`config.mk`:
```
export PLATFORM = sky130hd
export DESIGN_NAME = card_number_luhn_classifier
export DESIGN_NICKNAME = d
export VERILOG_FILES = /design/src/design/cnlc_pkg.sv /design/src/design/cnlc_cell.sv /design/src/design/card_number_luhn_classifier.sv
export VERILOG_INCLUDE_DIRS = /design/src /design/src/design
export SDC_FILE = /design/constraint.sdc
export NUM_CORES = 1
export LEC_CHECK = 0
export BUFFER_PORTS_ARGS = -buffer_cell sky130_fd_sc_hd__buf_2
export CORE_MARGIN = 2
export CORE_UTILIZATION = 55
export DETAILED_ROUTE_END_ITERATION = 10
export PLACE_DENSITY = 0.79
export SKIP_CTS_REPAIR_TIMING = 1
export SLEW_MARGIN = 40
export SYNTH_ARGS = -nofsm -noshare
export SYNTH_HDL_FRONTEND = slang
export SYNTH_SLANG_ARGS = --single-unit
```
`constraint.sdc`:
```
create_clock -name clk_i -period 7.7 [get_ports clk_i]
set_input_delay 0.385 -clock clk_i [delete_from_list [all_inputs] [get_ports clk_i]]
set_output_delay 0.385 -clock clk_i [all_outputs]
set_load 0.01 [all_outputs]
```
`src/design/card_number_luhn_classifier_macros.svh`:
```
// Assertion helpers for the card number classifier.
`ifndef CARD_NUMBER_LUHN_CLASSIFIER_MACROS_SVH
`define CARD_NUMBER_LUHN_CLASSIFIER_MACROS_SVH

// Same-cycle implication, disabled in reset.
`define CNLC_ASSERT_IMPL(label, clk, rst_n, ante, cons) \
  label: assert property (@(posedge clk) disable iff (!rst_n) (ante) |-> (cons)) \
    else $error("%m: check failed");

// Next-cycle implication, disabled in reset.
`define CNLC_ASSERT_NEXT(label, clk, rst_n, ante, cons) \
  label: assert property (@(posedge clk) disable iff (!rst_n) (ante) |=> (cons)) \
    else $error("%m: check failed");

`endif

```
`src/design/cnlc_pkg.sv`:
```
package cnlc_pkg;

  localparam int NumBits   = 54;
  localparam int NumDigits = 17;
  localparam int CntW      = $clog2(NumBits);
  localparam int LenW      = $clog2(NumDigits + 1);

  localparam logic [1:0] BrandInvalid    = 2'd0;
  localparam logic [1:0] BrandMastercard = 2'd1;
  localparam logic [1:0] BrandAmex       = 2'd2;
  localparam logic [1:0] BrandVisa       = 2'd3;

  typedef enum logic [1:0] {
    StIdle,
    StConv,
    StDrain,
    StFin
  } state_e;

  // Control broadcast to every digit cell.
  typedef struct packed {
    logic clr;
    logic dabble;
    logic drain;
  } cell_ctrl_t;

endpackage

```
`src/design/cnlc_cell.sv`:
```
// One BCD digit of the conversion chain: add-3-and-shift during conversion,
// hand digits down toward the low end during drain.
module cnlc_cell (
  input  logic                clk_i,
  input  logic                rst_ni,
  input  cnlc_pkg::cell_ctrl_t ctrl_i,
  input  logic                bit_i,
  input  logic [3:0]          digit_i,
  output logic                carry_o,
  output logic [3:0]          digit_o
);

  logic [3:0] digit_q, digit_d, adj;

  // Correct digits of five or more before the shift.
  assign adj     = (digit_q >= 4'd5) ? 4'(digit_q + 4'd3) : digit_q;
  assign carry_o = adj[3];
  assign digit_o = digit_q;

  always_comb begin
    digit_d = digit_q;
    if (ctrl_i.clr) begin
      digit_d = 4'd0;
    end else if (ctrl_i.dabble) begin
      digit_d = {adj[2:0], bit_i};
    end else if (ctrl_i.drain) begin
      digit_d = digit_i;
    end
  end

  always_ff @(posedge clk_i or negedge rst_ni) begin
    if (!rst_ni) begin
      digit_q <= 4'd0;
    end else begin
      digit_q <= digit_d;
    end
  end

endmodule

```
`src/design/card_number_luhn_classifier.sv`:
```
// Operation: an accepted word passes through 54 binary to BCD shift steps
// in the 17-cell BCD digit chain, 17 drain steps and 1 decision step.
// A new word is taken only once control is back in idle after the decision,
// so a word is not taken before the last one is through; the decision step
// holds while an earlier result still waits on out_ready_i.
// Reset: asynchronous, active low; control returns to idle, no result held.
module card_number_luhn_classifier (
  input  logic        clk_i,
  input  logic        rst_ni,
  input  logic        in_valid_i,
  output logic        in_ready_o,
  input  logic [53:0] card_number_i,
  output logic        out_valid_o,
  input  logic        out_ready_i,
  output logic [1:0]  brand_code_o
);

`include "card_number_luhn_classifier_macros.svh"

  localparam int NB = cnlc_pkg::NumBits;
  localparam int ND = cnlc_pkg::NumDigits;
  localparam int CW = cnlc_pkg::CntW;
  localparam int LW = cnlc_pkg::LenW;

  cnlc_pkg::state_e state_q, state_d;
  cnlc_pkg::cell_ctrl_t ctrl;

  logic [NB-1:0] shreg_q, shreg_d;
  logic [CW-1:0] cnt_q, cnt_d;
  logic [3:0]    sum_q, sum_d, hi_q, hi_d, lo_q, lo_d, prev_q, prev_d;
  logic [LW-1:0] len_q, len_d;
  logic          out_valid_q, out_valid_d;
  logic [1:0]    brand_q, brand_d;

  logic          in_acc, out_acc, last_conv, last_drain, fin_go;
  logic [ND-1:0] carry;
  logic [3:0]    digit [ND];
  logic [3:0]    contrib, dbl;
  logic [4:0]    sum_raw;
  logic [1:0]    brand;

  assign in_acc     = in_valid_i && in_ready_o;
  assign out_acc    = out_valid_o && out_ready_i;
  assign last_conv  = (cnt_q == CW'(NB - 1));
  assign last_drain = (cnt_q == CW'(ND - 1));
  assign fin_go     = !out_valid_q || out_ready_i;

  // Digit chain.
  for (genvar i = 0; i < ND; i++) begin : g_cell
    logic       bit_in;
    logic [3:0] dig_in;
    if (i == 0) begin : g_lo
      assign bit_in = shreg_q[NB-1];
    end else begin : g_mid
      assign bit_in = carry[i-1];
    end
    if (i == ND - 1) begin : g_top
      assign dig_in = 4'd0;
    end else begin : g_dn
      assign dig_in = digit[i+1];
    end
    cnlc_cell u_cell (
      .clk_i,
      .rst_ni,
      .ctrl_i  (ctrl),
      .bit_i   (bit_in),
      .digit_i (dig_in),
      .carry_o (carry[i]),
      .digit_o (digit[i])
    );
  end

  // Next state.
  always_comb begin
    state_d = state_q;
    case (state_q)
      cnlc_pkg::StIdle:  if (in_acc) state_d = cnlc_pkg::StConv;
      cnlc_pkg::StConv:  if (last_conv) state_d = cnlc_pkg::StDrain;
      cnlc_pkg::StDrain: if (last_drain) state_d = cnlc_pkg::StFin;
      cnlc_pkg::StFin:   if (fin_go) state_d = cnlc_pkg::StIdle;
      default:           state_d = cnlc_pkg::StIdle;
    endcase
  end

  // Outputs to the chain and handshake.
  always_comb begin
    ctrl       = '0;
    in_ready_o = 1'b0;
    case (state_q)
      cnlc_pkg::StIdle: begin
        in_ready_o = 1'b1;
        ctrl.clr   = in_acc;
      end
      cnlc_pkg::StConv:  ctrl.dabble = 1'b1;
      cnlc_pkg::StDrain: ctrl.drain  = 1'b1;
      default: ;
    endcase
  end

  // Luhn contribution of the digit leaving the low end.
  assign dbl     = (digit[0] >= 4'd5) ? 4'({digit[0], 1'b0} - 5'd9)
                                      : 4'({digit[0], 1'b0});
  assign contrib = cnt_q[0] ? dbl : digit[0];
  assign sum_raw = 5'(sum_q) + 5'(contrib);

  // Brand decision.
  always_comb begin
    brand = cnlc_pkg::BrandInvalid;
    if (sum_q == 4'd0) begin
      if (hi_q == 4'd5 && lo_q >= 4'd1 && lo_q <= 4'd5 && len_q == LW'(16)) begin
        brand = cnlc_pkg::BrandMastercard;
      end else if (hi_q == 4'd3 && (lo_q == 4'd4 || lo_q == 4'd7)
                   && len_q == LW'(15)) begin
        brand = cnlc_pkg::BrandAmex;
      end else if (hi_q == 4'd4 && (len_q == LW'(13) || len_q == LW'(16))) begin
        brand = cnlc_pkg::BrandVisa;
      end
    end
  end

  // Datapath next values.
  always_comb begin
    shreg_d     = shreg_q;
    cnt_d       = cnt_q;
    sum_d       = sum_q;
    hi_d        = hi_q;
    lo_d        = lo_q;
    prev_d      = prev_q;
    len_d       = len_q;
    out_valid_d = out_valid_q && !out_acc;
    brand_d     = brand_q;
    case (state_q)
      cnlc_pkg::StIdle: begin
        if (in_acc) begin
          shreg_d = card_number_i;
          cnt_d   = '0;
        end
      end
      cnlc_pkg::StConv: begin
        shreg_d = {shreg_q[NB-2:0], 1'b0};
        cnt_d   = last_conv ? '0 : CW'(cnt_q + 1'b1);
        sum_d   = 4'd0;
        hi_d    = 4'd0;
        lo_d    = 4'd0;
        prev_d  = 4'd0;
        len_d   = '0;
      end
      cnlc_pkg::StDrain: begin
        cnt_d  = CW'(cnt_q + 1'b1);
        sum_d  = (sum_raw >= 5'd10) ? 4'(sum_raw - 5'd10) : sum_raw[3:0];
        prev_d = digit[0];
        if (digit[0] != 4'd0) begin
          hi_d  = digit[0];
          lo_d  = prev_q;
          len_d = LW'(cnt_q + 1'b1);
        end
      end
      cnlc_pkg::StFin: begin
        if (fin_go) begin
          out_valid_d = 1'b1;
          brand_d     = brand;
        end
      end
      default: ;
    endcase
  end

  always_ff @(posedge clk_i or negedge rst_ni) begin
    if (!rst_ni) begin
      state_q     <= cnlc_pkg::StIdle;
      out_valid_q <= 1'b0;
      cnt_q       <= '0;
    end else begin
      state_q     <= state_d;
      out_valid_q <= out_valid_d;
      cnt_q       <= cnt_d;
    end
  end

  always_ff @(posedge clk_i) begin
    shreg_q <= shreg_d;
    sum_q   <= sum_d;
    hi_q    <= hi_d;
    lo_q    <= lo_d;
    prev_q  <= prev_d;
    len_q   <= len_d;
    brand_q <= brand_d;
  end

  assign out_valid_o  = out_valid_q;
  assign brand_code_o = brand_q;

  `CNLC_ASSERT_NEXT(a_accept_starts_conv, clk_i, rst_ni, in_acc, state_q == cnlc_pkg::StConv)
  `CNLC_ASSERT_NEXT(a_drain_to_fin, clk_i, rst_ni,
    state_q == cnlc_pkg::StDrain && last_drain, state_q == cnlc_pkg::StFin)
  `CNLC_ASSERT_NEXT(a_fin_waits, clk_i, rst_ni,
    state_q == cnlc_pkg::StFin && !fin_go, state_q == cnlc_pkg::StFin && out_valid_q)
  `CNLC_ASSERT_IMPL(a_conv_cnt_range, clk_i, rst_ni,
    state_q == cnlc_pkg::StDrain, cnt_q < CW'(ND))

endmodule
```
==> key figures <==
Global route
  • GR Overflow Total: 0
  • All-Layer GR Usage: 0.212
  • Initial antenna violation count: 0
  • Largest net degree at the start of global routing: 78
  • Vias in the first global route: 5922
  • First-pass GRT wire length: 28200 um

Timing
  • Max-slew headroom: 0.500
  • Final cycle utilization of the critical path: 0.458
  • Layout Skew: about 0.015 ns
  • Setup violations, final: 0
  • Worst Tran Pin Value: 0.750 ns
  • Final worst path period need: ~3.5 ns
  • Unrepaired setup endpoints after global routing: false
  • Setup WS post-layout: around 4.2 ns
  • Hold slack: -0.0132 ns
  • Fin. Hold Viols: 13
  • Setup TNS: 0 ns
  • Max Freq: 283 MHz
  • Slew Limit Fails: 0

Power and ir drop
  • Maximum VDD drop: 0.000191 V
  • Leak Pwr: 4.41 nW
  • Total power: 3.22 mW
  • PD cells: 333 nW/um^2

Worst setup path
  • Critical path startpoint: g_cell[0].u_cell.digit_o[1]$_DFFE_PN0P_
  • Worst setup path class: flip-flop to flip-flop
  • Required @ worst endpoint: 7.96 ns
  • Worst R2R Start: g_cell[0].u_cell.digit_o[1]$_DFFE_PN0P_
  • Reg2Reg Capture Point: sum_q[1]$_SDFFCE_PN0P_
  • Worst Setup Start Kind: flip-flop
  • Crit Path Max Fanout: 7
  • CP endpoint kind: flip-flop
  • Setup slack, reg-to-reg: 4.17 ns
  • Critical Path AT: 3.79 ns
  • Worst reg2reg path depth: 15

Placed design
  • IO Port Bufs: 61
  • Setup Slack @ Placement: approximately 4.2 ns
  • DP Wirelength: 10400 um
  • Placed Instances: 1012
  • GPL Wtd Cong: ~0.8
  • Placed Area: 9070 um^2

Synthesis
  • Ys Warns: 0
  • Post-Syn Nets: 877
  • Ys flop type: edfxtp_1
  • Post-Syn Area per Cell: 11.2 um^2
  • Seq/Total Area, Yosys: 0.491
  • EDFF count, synth: 77
  • Count of different cell masters after synthesis: 62
  • Synthesized area: ~8600 um^2
  • Number of synthesized register bits: 154
  • Ys async rst share: 0.500
  • Mapped Cells: 771

Worst hold path
  • HP Class: input pin to async pin

Floorplanning
  • Core ar.: 15300 um^2
  • Initial core utilization: 0.566
  • Top Ports: 62
  • DIE AREA: between 15000 and 20000 um^2
  • Die W: 129 um
  • Die height: about 130 um
  • Rows: 45

Layout
  • Most frequent cells in the layout: a21oi_1, edfxtp_1, dfrtp_1
  • Total Nets Final: around 930
  • # diodes: 0
  • FILL cells: 1169
  • Fin cells: ~1000
  • Fin area: slightly below 10000 um^2
  • Share of cells above drive strength 1: 0.213
  • Footprint of the multi-input gates: 4040 um^2
  • Area growth syn-to-layout: 11.8%
  • Seq. cell area: 4240 um^2
  • Core Util, Final: 0.633
  • Commonest non-fill, non-tap cell in the layout: a21oi_1

CTS
  • Clock root cell: clkbuf_16
  • Maximum clock insertion buffer count: 2
  • Reg clk slew, reported paths: approximately 0.060 ns
  • H-tree levels: 4
  • CTS Buf Count: 17
  • CTS Sinks: around 150
  • Worst skew pair latency: 0.43 ns
  • TritonCTS clock tree: built

Routing
  • DRT antenna net count: 0
  • Vias per Instance: 5.74
  • Routed WL: 16800 um
  • TritonRoute pass-1 iters: 5
  • Routed vias: 5998
  • DRC: 0
  • Initial drt markers: 465
  • WL/cell: ~16 um

Outcome
  • Status: finished with violations
  • Failing checks: hold timing

Run
  • Max_cap viols: 0
cell usage after synthesis, types with 2 or more instances:
cell type	instances	area, um^2
a211o_1	6	52.6
a21o_1	3	22.5
a21oi_1	88	440
a22o_1	9	78.8
a32oi_1	15	131
and2_1	8	50.1
and3_1	12	75.1
and4b_1	2	20.0
buf_2	13	65.1
buf_4	5	37.5
buf_6	3	33.8
clkbuf_1	12	45.0
dfrtp_1	77	1930
edfxtp_1	77	2310
ha_1	47	588
inv_1	46	173
mux2_2	54	608
mux2i_1	23	230
nand2_1	22	82.6
nand2b_1	25	156
nand3_1	2	10.0
nand4_1	2	12.5
nor2_1	45	169
nor2b_1	2	12.5
nor3_1	3	15.0
nor3b_1	21	158
o211ai_2	2	25.0
o21ai_0	44	220
o21ai_1	11	55.1
o22ai_1	19	119
o2bb2ai_1	13	114
o31ai_1	2	15.0
o31ai_2	9	113
o31ai_4	2	42.5
or2_2	2	12.5
xnor2_1	19	166
per-layer routing:
metal | GRT usage | vias up | wire length (um)
met1 | 0.275 | 2902 | 7570
met3 | 0.0495 | 17 | 762
met2 | 0.355 | 133 | 8230
li1 | - | 2946 | -
met5 | 0 | - | 0
met4 | 0.0665 | 0 | 216
area by class of cell:
| cell class | instances | share of cell area |
|---|---|---|
| sequential | 154 | 0.439 |
| multi-input combinational | 534 | 0.418 |
| clock buffer | 19 | 0.0448 |
| timing repair buffer | 67 | 0.0382 |
| tap | 211 | 0.0273 |
| inverter | 47 | 0.0183 |
| clock inverter | 13 | 0.0146 |
state kept, by name, summed over array words and instances (netlist names):
register / flops
brand_code_o: 2
hi_q: 4
prev_q: 4
shreg_q: 54
sum_q: 4
lo_q: 4
cnt_q: 6
len_q: 5
out_valid_o: 1
g_cell.u_cell.digit_o: 68
state_q: 2
cells by family (layout without fill, tap and decap cells):
logic type                 after synthesis  after routing  share of synthesized area
AOI/OAI and AO/OA                      231            231                      0.173
xor gates and xnor gates                20             20                     0.0203
adders and majority gates               48             48                     0.0704
buffers and inverters                   83            146                     0.0459
DFF                                    154            154                      0.491
muxes                                   78             78                     0.0987
and+or+nand+nor                        157            157                      0.101
critical path, stage by stage (launching register included):
cell and delay (ns):
dfrtp_1 0.39, inv_1 0.17, ha_1 0.23, nand2b_1 0.09, a21oi_1 0.31, xnor2_1 0.19
nand2_1 0.09, a21boi_0 0.18, fa_1 0.44, xnor2_1 0.28, inv_1 0.08, ha_1 0.25
o31a_1 0.13, o211ai_1 0.15, and2_2 0.19, mux2i_1 0.19
power breakdown:
part	internal [mW]	switching [mW]
sequential	1.04	0.232
combinational	0.566	0.558
clock	0.479	0.342
how the worst max path moves through the flow:
stage          depth (start not counted)                        to  slack, ns
2_1_floorplan                          7  shreg_q[0]$_SDFFCE_PP0P_       2.17
5_1_grt                               15    sum_q[1]$_SDFFCE_PN0P_       3.83
3_5_place_dp                          15    sum_q[1]$_SDFFCE_PN0P_       4.24
6_report                              15    sum_q[1]$_SDFFCE_PN0P_       4.17
4_1_cts                               15    sum_q[1]$_SDFFCE_PN0P_       4.20
3_3_place_gp                          15    sum_q[1]$_SDFFCE_PN0P_       4.41
Power figures use the tool's default switching activity.
